[src/rtl/core/lrf_pkg.sv]
// Shared constants, codes and the front-to-back command type of the log record framer.
`timescale 1ns / 1ps

package lrf_pkg;

    // Marker message area size and the counter widths that follow from it
    localparam int MESSAGE_BYTES = 50;
    localparam int MSG_CNT_W     = $clog2(MESSAGE_BYTES + 1);
    localparam int PREFIX_BYTES  = 4;
    localparam int POS_W         = $clog2(PREFIX_BYTES + 1 + MESSAGE_BYTES + 1);

    // Command queue between front and back
    localparam int QUEUE_DEPTH = 4;
    localparam int QUEUE_AW    = $clog2(QUEUE_DEPTH);
    localparam int QUEUE_CW    = $clog2(QUEUE_DEPTH + 1);

    // Record kinds and their type bytes
    localparam logic       KIND_DATA   = 1'b0;
    localparam logic       KIND_MARKER = 1'b1;
    localparam logic [7:0] TYPE_DATA   = 8'h00;
    localparam logic [7:0] TYPE_MARKER = 8'h01;
    localparam logic [7:0] PAD_BYTE    = 8'h00;
    localparam logic [7:0] NUL_BYTE    = 8'h00;

    // One classified input item: prefix, optional payload byte, repeated trailer byte
    typedef struct packed {
        logic                 has_pre;
        logic [7:0]           pre_type;
        logic [7:0]           counter;
        logic [15:0]          timestamp;
        logic                 has_byte;
        logic [7:0]           data_byte;
        logic                 byte_end;
        logic [MSG_CNT_W-1:0] trl_cnt;
        logic [7:0]           trl_val;
    } t_cmd;

endpackage

[src/rtl/core/lrf_front.sv]
// Front end: accepts items, tracks record state and turns each item into a command.
`timescale 1ns / 1ps

module lrf_front (
    input  logic              i_clk,
    input  logic              i_rst_n,
    input  logic              i_s_tvalid,
    output logic              o_s_tready,
    input  logic [31:0]       i_s_tdata,   // counter[7:0], timestamp[23:8], payload_byte[31:24]
    input  logic [1:0]        i_s_tuser,   // mode[0], byte_present[1]
    input  logic              i_s_tlast,
    input  logic              i_q_full,
    output logic              o_push,
    output lrf_pkg::t_cmd     o_cmd
);

    logic                          r_in_record, n_in_record;
    logic                          r_kind, n_kind;
    logic [7:0]                    r_sum, n_sum;
    logic [lrf_pkg::MSG_CNT_W-1:0] r_count, n_count;
    logic                          r_ended, n_ended;

    logic                          first;
    logic                          kind;
    logic [7:0]                    sum0;
    logic [lrf_pkg::MSG_CNT_W-1:0] cnt0;
    logic [lrf_pkg::MSG_CNT_W-1:0] cnt1;
    logic                          ended0;
    logic                          take;
    logic                          accept;
    logic                          present;
    logic                          last;
    logic [7:0]                    pb;

    assign o_s_tready = !i_q_full;
    assign accept     = i_s_tvalid && !i_q_full;
    assign present    = i_s_tuser[1];
    assign last       = i_s_tlast;
    assign pb         = i_s_tdata[31:24];

    // Classify the item against the current record state
    always_comb begin
        first  = !r_in_record;
        kind   = first ? i_s_tuser[0] : r_kind;
        sum0   = first ? 8'h00 : r_sum;
        cnt0   = first ? '0 : r_count;
        ended0 = first ? 1'b0 : r_ended;

        take = (kind == lrf_pkg::KIND_MARKER) && present && !ended0
            && (cnt0 < lrf_pkg::MSG_CNT_W'(lrf_pkg::MESSAGE_BYTES));
        cnt1 = cnt0 + lrf_pkg::MSG_CNT_W'(take);

        n_sum   = sum0 + ((kind == lrf_pkg::KIND_DATA && present) ? pb : 8'h00);
        n_count = cnt1;
        n_ended = ended0 | (take && (pb == lrf_pkg::NUL_BYTE));

        o_cmd.has_pre   = first;
        o_cmd.pre_type  = (kind == lrf_pkg::KIND_MARKER) ? lrf_pkg::TYPE_MARKER
                                                         : lrf_pkg::TYPE_DATA;
        o_cmd.counter   = i_s_tdata[7:0];
        o_cmd.timestamp = i_s_tdata[23:8];
        o_cmd.data_byte = pb;

        if (kind == lrf_pkg::KIND_DATA) begin
            o_cmd.has_byte = present;
            o_cmd.byte_end = 1'b0;
            o_cmd.trl_cnt  = last ? lrf_pkg::MSG_CNT_W'(1) : '0;
            o_cmd.trl_val  = n_sum;
        end else begin
            o_cmd.has_byte = take;
            o_cmd.byte_end = take && (cnt1 == lrf_pkg::MSG_CNT_W'(lrf_pkg::MESSAGE_BYTES));
            o_cmd.trl_cnt  = last ? lrf_pkg::MSG_CNT_W'(lrf_pkg::MESSAGE_BYTES) - cnt1 : '0;
            o_cmd.trl_val  = lrf_pkg::PAD_BYTE;
        end

        // Close the record on the last item
        n_in_record = !last;
        n_kind      = kind;
        if (last) begin
            n_sum   = 8'h00;
            n_count = '0;
            n_ended = 1'b0;
        end
    end

    // Drop items that give no bytes
    assign o_push = accept && (o_cmd.has_pre || o_cmd.has_byte || (o_cmd.trl_cnt != '0));

    // Record state advances on every accepted item
    always_ff @(posedge i_clk) begin
        if (!i_rst_n) begin
            r_in_record <= 1'b0;
            r_kind      <= lrf_pkg::KIND_DATA;
            r_sum       <= 8'h00;
            r_count     <= '0;
            r_ended     <= 1'b0;
        end else if (accept) begin
            r_in_record <= n_in_record;
            r_kind      <= n_kind;
            r_sum       <= n_sum;
            r_count     <= n_count;
            r_ended     <= n_ended;
        end
    end

endmodule

[src/rtl/core/lrf_queue.sv]
// Short command queue that decouples the front end from the byte sequencer.
`timescale 1ns / 1ps

module lrf_queue (
    input  logic                         i_clk,
    input  logic                         i_rst_n,
    input  logic                         i_push,
    input  lrf_pkg::t_cmd                i_cmd,
    input  logic                         i_pop,
    output lrf_pkg::t_cmd                o_head,
    output logic                         o_empty,
    output logic                         o_full,
    output logic [lrf_pkg::QUEUE_CW-1:0] o_count
);

    lrf_pkg::t_cmd                r_mem [lrf_pkg::QUEUE_DEPTH];
    logic [lrf_pkg::QUEUE_AW-1:0] r_wr_ptr;
    logic [lrf_pkg::QUEUE_AW-1:0] r_rd_ptr;
    logic [lrf_pkg::QUEUE_CW-1:0] r_count, n_count;

    assign o_head  = r_mem[r_rd_ptr];
    assign o_empty = (r_count == '0);
    assign o_full  = (r_count == lrf_pkg::QUEUE_CW'(lrf_pkg::QUEUE_DEPTH));
    assign o_count = r_count;

    always_comb begin
        n_count = r_count;
        if (i_push && !i_pop) begin
            n_count = r_count + lrf_pkg::QUEUE_CW'(1);
        end else if (!i_push && i_pop) begin
            n_count = r_count - lrf_pkg::QUEUE_CW'(1);
        end
    end

    // Store commands
    always_ff @(posedge i_clk) begin
        if (i_push) begin
            r_mem[r_wr_ptr] <= i_cmd;
        end
    end

    // Advance pointers and fill level
    always_ff @(posedge i_clk) begin
        if (!i_rst_n) begin
            r_wr_ptr <= '0;
            r_rd_ptr <= '0;
            r_count  <= '0;
        end else begin
            if (i_push) begin
                r_wr_ptr <= r_wr_ptr + lrf_pkg::QUEUE_AW'(1);
            end
            if (i_pop) begin
                r_rd_ptr <= r_rd_ptr + lrf_pkg::QUEUE_AW'(1);
            end
            r_count <= n_count;
        end
    end

endmodule

[src/rtl/core/lrf_back.sv]
// Back end: expands the head command into output register bytes, one per cycle unless stalled.
`timescale 1ns / 1ps

module lrf_back (
    input  logic          i_clk,
    input  logic          i_rst_n,
    input  lrf_pkg::t_cmd i_head,
    input  logic          i_empty,
    output logic          o_pop,
    output logic          o_m_tvalid,
    input  logic          i_m_tready,
    output logic [7:0]    o_m_tdata,   // out_byte[7:0]
    output logic          o_m_tlast,
    output logic          o_m_tuser    // run_last[0]
);

    logic [lrf_pkg::POS_W-1:0] r_pos;
    logic                      r_valid;
    logic [7:0]                r_byte;
    logic                      r_end;
    logic                      r_run_last;

    logic                      out_free;
    logic                      emit;
    logic [lrf_pkg::POS_W-1:0] pre_n;
    logic [lrf_pkg::POS_W-1:0] total;
    logic                      in_pre;
    logic                      in_byte;
    logic                      is_last;
    logic [7:0]                cur_byte;
    logic                      cur_end;

    assign out_free = !r_valid || i_m_tready;
    assign emit     = out_free && !i_empty;
    assign o_pop    = emit && is_last;

    // Pick the byte at the current position of the head command
    always_comb begin
        pre_n   = i_head.has_pre ? lrf_pkg::POS_W'(lrf_pkg::PREFIX_BYTES) : '0;
        total   = pre_n + lrf_pkg::POS_W'(i_head.has_byte)
                + lrf_pkg::POS_W'(i_head.trl_cnt);
        is_last = (r_pos == total - lrf_pkg::POS_W'(1));
        in_pre  = i_head.has_pre && (r_pos < lrf_pkg::POS_W'(lrf_pkg::PREFIX_BYTES));
        in_byte = !in_pre && i_head.has_byte && (r_pos == pre_n);

        if (in_pre) begin
            case (r_pos[1:0])
                2'd0:    cur_byte = i_head.pre_type;
                2'd1:    cur_byte = i_head.counter;
                2'd2:    cur_byte = i_head.timestamp[15:8];
                2'd3:    cur_byte = i_head.timestamp[7:0];
                default: cur_byte = i_head.pre_type;
            endcase
            cur_end = 1'b0;
        end else if (in_byte) begin
            cur_byte = i_head.data_byte;
            cur_end  = i_head.byte_end;
        end else begin
            cur_byte = i_head.trl_val;
            cur_end  = is_last;
        end
    end

    // Step through the command and retire it on its last byte
    always_ff @(posedge i_clk) begin
        if (!i_rst_n) begin
            r_pos   <= '0;
            r_valid <= 1'b0;
        end else if (out_free) begin
            r_valid <= !i_empty;
            if (emit) begin
                r_pos <= is_last ? '0 : r_pos + lrf_pkg::POS_W'(1);
            end
        end
    end

    // Load the output register
    always_ff @(posedge i_clk) begin
        if (emit) begin
            r_byte     <= cur_byte;
            r_end      <= cur_end;
            r_run_last <= is_last;
        end
    end

    assign o_m_tvalid = r_valid;
    assign o_m_tdata  = r_byte;
    assign o_m_tlast  = r_end;
    assign o_m_tuser  = r_run_last;

endmodule

[src/rtl/core/log_record_framer_core.sv]
// Top level of the log record framer: front end, command queue and byte sequencer.
// Path: the first output byte of an accepted item passes through the command queue and then the output register.
// Throughput: one item per cycle while each item gives one byte and the output does not stall; an item occupies the
// output sequencer until every byte it gives is sent (prefix 4, marker padding up to 50).
// Reset: synchronous active-low i_rst_n clears record state, queue and output valid.
`timescale 1ns / 1ps

module log_record_framer_core (
    input  logic        i_clk,
    input  logic        i_rst_n,
    input  logic        i_s_tvalid,
    output logic        o_s_tready,
    input  logic [31:0] i_s_tdata,   // counter[7:0], timestamp[23:8], payload_byte[31:24]
    input  logic [1:0]  i_s_tuser,   // mode[0], byte_present[1]
    input  logic        i_s_tlast,
    output logic        o_m_tvalid,
    input  logic        i_m_tready,
    output logic [7:0]  o_m_tdata,   // out_byte[7:0]
    output logic        o_m_tlast,
    output logic        o_m_tuser    // run_last[0]
);

    lrf_pkg::t_cmd                w_cmd;
    lrf_pkg::t_cmd                w_head;
    logic                         w_push;
    logic                         w_pop;
    logic                         w_empty;
    logic                         w_full;
    logic [lrf_pkg::QUEUE_CW-1:0] w_count;

    lrf_front u_front (
        .i_clk      (i_clk),
        .i_rst_n    (i_rst_n),
        .i_s_tvalid (i_s_tvalid),
        .o_s_tready (o_s_tready),
        .i_s_tdata  (i_s_tdata),
        .i_s_tuser  (i_s_tuser),
        .i_s_tlast  (i_s_tlast),
        .i_q_full   (w_full),
        .o_push     (w_push),
        .o_cmd      (w_cmd)
    );

    lrf_queue u_queue (
        .i_clk   (i_clk),
        .i_rst_n (i_rst_n),
        .i_push  (w_push),
        .i_cmd   (w_cmd),
        .i_pop   (w_pop),
        .o_head  (w_head),
        .o_empty (w_empty),
        .o_full  (w_full),
        .o_count (w_count)
    );

    lrf_back u_back (
        .i_clk      (i_clk),
        .i_rst_n    (i_rst_n),
        .i_head     (w_head),
        .i_empty    (w_empty),
        .o_pop      (w_pop),
        .o_m_tvalid (o_m_tvalid),
        .i_m_tready (i_m_tready),
        .o_m_tdata  (o_m_tdata),
        .o_m_tlast  (o_m_tlast),
        .o_m_tuser  (o_m_tuser)
    );

`ifndef ASSERT_OFF
    // A record's final byte always closes the run of its item
    a_end_is_run_last: assert property (@(posedge i_clk) disable iff (!i_rst_n)
        (o_m_tvalid && o_m_tlast) |-> o_m_tuser)
        else $error("record end without run end");

    // Sequencer retires only commands that exist
    a_pop_not_empty: assert property (@(posedge i_clk) disable iff (!i_rst_n)
        w_pop |-> (w_count != '0))
        else $error("queue pop while empty");

    // Fill level never passes the depth
    a_count_bound: assert property (@(posedge i_clk) disable iff (!i_rst_n)
        w_push |-> (w_count != lrf_pkg::QUEUE_CW'(lrf_pkg::QUEUE_DEPTH)))
        else $error("queue push while full");

    // Output is idle right after reset
    a_reset_idle: assert property (@(posedge i_clk)
        !i_rst_n |=> !o_m_tvalid)
        else $error("output valid after reset");
`endif

endmodule

[config.mk]
export PLATFORM = sky130hd
export DESIGN_NAME = log_record_framer_core
export DESIGN_NICKNAME = d
export VERILOG_FILES = /design/src/rtl/core/lrf_pkg.sv /design/src/rtl/core/lrf_front.sv /design/src/rtl/core/lrf_queue.sv /design/src/rtl/core/lrf_back.sv /design/src/rtl/core/log_record_framer_core.sv
export SDC_FILE = /design/constraint.sdc
export NUM_CORES = 1
export LEC_CHECK = 0
export BUFFER_PORTS_ARGS = -buffer_cell sky130_fd_sc_hd__buf_2
export CAP_MARGIN = 30
export CORE_MARGIN = 1.5
export CORE_UTILIZATION = 45
export CTS_CLUSTER_DIAMETER = 60
export DETAILED_ROUTE_END_ITERATION = 7
export MAX_ROUTING_LAYER = met4
export PLACE_DENSITY = 0.7
export SETUP_SLACK_MARGIN = 0.2
export SYNTH_ARGS = -nofsm -noshare
export SYNTH_HDL_FRONTEND = slang
export SYNTH_SLANG_ARGS = --single-unit
[constraint.sdc]
create_clock -name i_clk -period 5.3 [get_ports i_clk]
set_input_delay 0.265 -clock i_clk [delete_from_list [all_inputs] [get_ports i_clk]]
set_output_delay 0.265 -clock i_clk [all_outputs]
set_load 0.005 [all_outputs]
==> results.md, run 1 <==
- Ports: 51
- RD Place Congestion: 0.832
- Max frequency: 217 MHz
- Final Net Count: 805
- Crit. End Element: flop
- Leakage: 4.33 nW
- Maximum root-to-sink buffer count: 3
- Yosys reg bits: 243
- DRT antenna net count: 0
- Synth top area cells: edfxtp_1 (60%), mux4_2 (9.4%), dfxtp_1 (6.3%)
- Top FF cell, synth: edfxtp_1
- Peak VDD IR: 0.236 mV
- CTS buffer count: 25
- RSZ-0062 raised after global routing: no
- Crit path kind: reg2reg
- CTS tree: yes
- Power Total: 5.17 mW
- DRT Pass-1 Iters: 4
- Final hold vios: 0
- Post-place instance area: 11200 sq um
- Hold WC Path Type: in2reg
- Crit. Startpoint: u_front.r_in_record$_SDFFE_PN0P_
- Fillers: 1826
- Die H: 156 um
- Setup TNS: 0 ns
- Commonest non-fill, non-tap cell in the layout: edfxtp_1
- Most frequent cells in the layout: edfxtp_1 (210), buf_2 (50), mux4_2 (44)
- Top-area cell type share of the netlist area: 60.0%
- Syn nets: 722
- Grt total ovfl: 0
- Final period utilization: 87.1%
- GRT Util Overall: 18.5%
- Tmin final: 4.62 ns
- Initial Util: 46.1%
- Global-route wire length before repair: 33300 um
- Post-Syn Area: 10500 sq um
- Multi-input logic area: 3310 sq um
- Slew margin rel.: 46.5%
- CTS Root Buffer Type: clkbuf_16
- Die Span X: 156 um
- Post-synthesis cell count: 653
- DP HPWL: 13800 um
- Arrival time of the worst setup path: 5.05 ns
- Area leader, netlist: edfxtp_1
- WL/cell: 19.8 um
- Yosys warnings: 0
- Register area share after synthesis: 66.3%
- Power Density: 424 nW/um^2
- Number of flops mapped to enable cells by yosys: 210
- Dpl cells: 997
- Synth unique cells: 58
- Area of the core: 22800 sq um
- Post-route insts no fill: 1068
- Initial antenna violation count: 0
- Critical path data required time: 5.73 ns
- Crit path max fanout: 26
- Hold Crit Start: i_s_tdata[31]
- Post-route cell area: 12200 sq um
- Max cap viols: 0
- Clock latency on the worst-skew pair: 0.52 ns
- Via count: 5909
- Sequential cell area: 6970 sq um
- Clk_skew: 0.0142 ns
- Synthesis-to-layout area growth: 16.2%
- I/O Buffers: 50
- Die ar.: 24300 sq um
- Worst-path clk slew: 0.06 ns
- Vias in the first global route: 6041
- H-tree lvl count: 1
- Synthesized area per cell: 16.1 sq um
- DRT iter0 DRCs: 447
- Final slew viol count: 0
- Largest net degree at the start of global routing: 51
- Final Setup Violations: 0
- Worst-Margin Slew: 0.802 ns
- R2R Path Start: u_front.r_in_record$_SDFFE_PN0P_
- Clock sink count: 243
- N_diodes: 0
- Avg Vias per Cell: 5.53
- Startpoint Class: flop
- Routed WL: 21100 um
- Status: finished, final reports clean
- Layout cell share with drive strength beyond 1: 21.6%
- Remaining DRCs: 0
- Site row count: 55
- FFs w/ async S/R, synth: 0%
-- cell families after synthesis --
kind of cell               after synthesis  share of synthesized area (%)
AOI/OAI and AO/OA                       91                           5.69
xor gates and xnor gates                25                           2.42
adders and majority gates               30                           3.79
buffers and inverters                   58                           2.29
DFF                                    243                           66.3
muxes                                   69                           12.8
and+or+nand+nor                        137                           6.73
-- worst paths after layout --
check | slack (ns) | end | depth (start not counted)
worst max-delay path | 0.68 | u_queue.o_count[2]$_SDFFE_PN0P_ | 17
worst max register to register | 0.68 | u_queue.o_count[2]$_SDFFE_PN0P_ | 17
worst min register to register | 0.45 | u_front.r_count[0]$_SDFFE_PN0P_ | 2
worst min-delay path | 0.02 | u_queue.r_mem[1][22]$_DFFE_PP_ | 1
-- timing repair --
item | in CTS | in global routing
setup endpoints to repair | 0 | 1
hold endpoints to repair | 100 | 0
hold buffers | 25 | 0
gates resized for setup | 0 | 1
buffers inserted | 0 | 0
-- critical path, stage by stage, from the launching register on --
cell and delay, ns:
dfxtp_2 0.59, and2_1 0.24, o311a_1 0.20, a21oi_1 0.06, and3_1 0.24, ha_1 0.24
ha_1 0.38, ha_1 0.21, xnor3_1 0.43, o2111a_1 0.24, o211ai_1 0.15, o31a_1 0.25
ha_1 0.22, inv_1 0.07, fa_1 0.37, xor2_1 0.18, or3_1 0.30, a21oi_1 0.14
-- flip-flops by register name, indices dropped and copies added (netlist names), named ones only --
name                 count
u_front.r_ended          1
u_queue.o_count          3
u_front.r_count          6
u_back.o_m_tlast         1
u_queue.r_wr_ptr         2
u_queue.r_rd_ptr         2
u_back.r_pos             6
u_back.o_m_tdata         8
u_back.o_m_tvalid        1
u_front.r_kind           1
u_queue.r_mem          200
u_front.r_sum            8
u_back.o_m_tuser         1
u_front.r_in_record      1
-- per-stage QoR --
stage	worst slack (ns)	util, %	hold slack (ns)
3_3_place_gp	0.565	49.0	0.440
4_1_cts	0.389	53.6	0.00791
6_report	0.683	53.6	0.0176
2_1_floorplan	0.630	-	0.364
5_1_grt	0.317	53.6	0.0179
3_5_place_dp	0.439	49.0	0.449
-- synthesized netlist by cell type (6+ instances only) --
cell type	number
nor3_1	9
mux4_1	6
dfxtp_1	33
a22oi_1	9
mux4_2	44
nor2_1	28
and2_1	19
a21o_1	7
nand4_1	6
edfxtp_1	210
nand3_1	7
xor2_1	8
ha_1	27
a21oi_1	33
o21ai_0	12
xnor2_1	14
mux2i_1	17
nand2_1	38
inv_1	25
buf_2	6
clkbuf_1	21
and3_1	16
-- power breakdown --
part / internal [mW] / switching (mW)
Clock: 0.981 / 0.688
Combinational: 0.421 / 0.584
Sequential: 2.40 / 0.0991
-- routing by layer --
layer  share of wire, %  vias to the layer above  GRT usage, %  wire, um
met2                 49                      175          29.6     10300
met3                4.5                       37          2.33       959
li1                   -                     2704             -         -
met5                  0                        -             -         0
met1                 45                     2993          25.1      9430
met4                2.3                        0          5.12       476
-- cell type report --
| type | count | area share (%) |
|---|---|---|
| Clock buffer | 31 | 5.39 |
| Clock inverter | 15 | 1.10 |
| Inverter | 27 | 0.831 |
| Multi-Input combinational cell | 352 | 27.1 |
| Sequential cell | 243 | 57.1 |
| Tap cell | 313 | 3.21 |
| Timing Repair Buffer | 87 | 5.25 |
No activity file was read; power rests on OpenSTA's default activity.
==> run 2: changes to the inputs <==
--- a/config.mk
+++ b/config.mk
@@ -8,11 +8,11 @@
 export BUFFER_PORTS_ARGS = -buffer_cell sky130_fd_sc_hd__buf_2
 export CAP_MARGIN = 30
 export CORE_MARGIN = 1.5
-export CORE_UTILIZATION = 45
+export CORE_UTILIZATION = 36
 export CTS_CLUSTER_DIAMETER = 60
 export DETAILED_ROUTE_END_ITERATION = 7
 export MAX_ROUTING_LAYER = met4
-export PLACE_DENSITY = 0.7
+export PLACE_DENSITY = 0.6
 export SETUP_SLACK_MARGIN = 0.2
 export SYNTH_ARGS = -nofsm -noshare
 export SYNTH_HDL_FRONTEND = slang
==> results.md, run 2 (synthesized netlist as in run 1, its figures left out) <==
- Max reg flops: 200
- Avg Vias per Cell: 5.04
- CTS tree: yes
- Crit path max fanout: 12
- Fillers: 2560
- GRT met2 Usage: 23.1%
- Crit-path cells: and2_1 -> o311a_1 -> a21oi_1 -> and3_1 -> ha_1 -> ha_1 -> ha_1 -> xnor3_1 -> o2111a_1 -> o211ai_1 -> o31a_1 -> ha_1 -> inv_1 -> fa_1 -> xor2_1 -> or3_1 -> a21oi_1
- Clk_skew: 0.0183 ns
- Ports: 51
- Peak VDD IR: 0.227 mV
- Sequential cell area: 6970 sq um
- Maximum root-to-sink buffer count: 3
- Met1 Usage GRT: 20.4%
- I/O Buffers: 50
- Die Span X: 174 um
- Worst-Margin Slew: 0.799 ns
- CP bufs+invs: 1
- Power Total: 5.51 mW
- Initial antenna violation count: 0
- Die H: 174 um
- Global route hottest layer: met2
- Routed WL: 21400 um
- CTS Root Buffer Type: clkbuf_16
- Critical path data required time: 5.74 ns
- Status: finished, final reports clean
- Vias in the first global route: 6017
- Logic pwr share: 18.3%
- Reg2Reg Setup Slack: 0.76 ns
- Final Net Count: 807
- R2R depth: 17
- Final period utilization: 85.6%
- Final hold vios: 0
- Crit. Startpoint: u_front.r_in_record$_SDFFE_PN0P_
- CP max stage cell: dfxtp_1
- Max frequency: 220 MHz
- Crit. End Element: flop
- Worst R2R End: u_queue.o_count[2]$_SDFFE_PN0P_
- Clock sink count: 243
- Die ar.: 30200 sq um
- Slew margin rel.: 46.7%
- Crit path to: u_queue.o_count[2]$_SDFFE_PN0P_
- DRT iter0 DRCs: 418
- Setup TNS: 0 ns
- Largest net degree at the start of global routing: 51
- CTS buffer count: 26
- DP HPWL: 13700 um
- WL/cell: 18.7 um
- Final setup margin: 0.761 ns
- Crit path max-delay family: adder cells
- Leakage: 4.42 nW
- Final slew viol count: 0
- Global-route wire length before repair: 34000 um
- Most frequent cells in the layout: edfxtp_1 (210), buf_2 (50), mux4_2 (44)
- Max cap viols: 0
- Global routing met3 resource utilization: 2.48%
- Dpl cells: 1070
- Post-placement setup slack: 0.816 ns
- Hold WC Path Type: in2reg
- Sw frac: 26.0%
- Synthesis-to-layout area growth: 18.9%
- Layout cell share with drive strength beyond 1: 22.6%
- Remaining DRCs: 0
- Power Density: 441 nW/um^2
- Crit path kind: reg2reg
- CP Depth: 17
- Biggest register: u_queue.r_mem
- RSZ-0062 raised after global routing: no
- Startpoint Class: flop
- Clock latency on the worst-skew pair: 0.53 ns
- Switch Pwr: 1.43 mW
- Worst-path clk slew: 0.06 ns
- Tmin final: 4.54 ns
- Post-route insts no fill: 1142
- R2R Path Start: u_front.r_in_record$_SDFFE_PN0P_
- Arrival time of the worst setup path: 4.98 ns
- Most Frequent Cell on Critical Path: ha_1
- Multi-input logic area: 3310 sq um
- Grt total ovfl: 0
- Area of the core: 28700 sq um
- N_diodes: 0
- DRT antenna net count: 0
- Flop pwr share: 45.2%
- Initial Util: 36.6%
- Core occupancy in the finished layout: 43.5%
- H-tree lvl count: 1
- GRT Util Overall: 14.9%
- Clock share of power: 36.5%
- CP peak stage delay: 0.55 ns
- Via count: 5752
- Final Setup Violations: 0
- Site row count: 62
- DRT Pass-1 Iters: 4
- Internal power: 4.07 mW
- RD Place Congestion: 0.786
- Commonest non-fill, non-tap cell in the layout: edfxtp_1
## run 2: worst min-delay path by stage
| stage | start | end | slack (ns) | cells past startpoint |
|---|---|---|---|---|
| detailed placement | u_front.r_count[0]$_SDFFE_PN0P_ | u_front.r_count[0]$_SDFFE_PN0P_ | 0.45 | 2 |
| floorplan | i_s_tdata[24] | u_queue.r_mem[0][15]$_DFFE_PP_ | 0.36 | 0 |
| finish | i_s_tdata[29] | u_queue.r_mem[0][20]$_DFFE_PP_ | 0.01 | 1 |
| global route | i_s_tdata[25] | u_queue.r_mem[0][16]$_DFFE_PP_ | 0.01 | 1 |
| CTS | i_s_tdata[28] | u_queue.r_mem[0][19]$_DFFE_PP_ | 0.002 | 1 |
| global placement | u_front.r_count[0]$_SDFFE_PN0P_ | u_front.r_count[0]$_SDFFE_PN0P_ | 0.45 | 2 |
## run 2: power by group through the flow
stage               Sequential (mW)  Combinational (mW)  Clock (mW)
finish                         2.49                1.01        2.01
global route                   2.52                1.12        2.11
CTS                            2.50                1.03        2.04
detailed placement             2.54                1.02           0
global placement               2.53                1.01           0
floorplan                      2.51               0.671           0
## run 2: repair_timing
item | in CTS | in global routing
endpoints found under the hold margin | 96 | 0
setup buffers | 0 | 0
hold buffers | 24 | 0
gates resized for setup | 0 | 0
## run 2: cell type report
type	instances	area share, %
Sequential cell	243	55.8
Multi-Input combinational cell	352	26.5
Clock buffer	27	5.32
Timing Repair Buffer	88	5.27
Tap cell	384	3.85
Clock inverter	21	2.39
Inverter	27	0.812
## run 2: stage by stage
step | hold slack, ns | area (sq um)
finish | 0.0114 | 12500
global route | 0.0112 | 12500
CTS | 0.00217 | 12500
detailed placement | 0.451 | 11300
global placement | 0.446 | 11300
floorplan | 0.364 | 10500
## run 2: metal layers
metal	routed length, um	share of wire [%]	up-vias
met1	10200	48	2893
met5	0	0	-
met3	806	3.8	38
met4	448	2.1	0
li1	-	-	2712
met2	9930	46	109
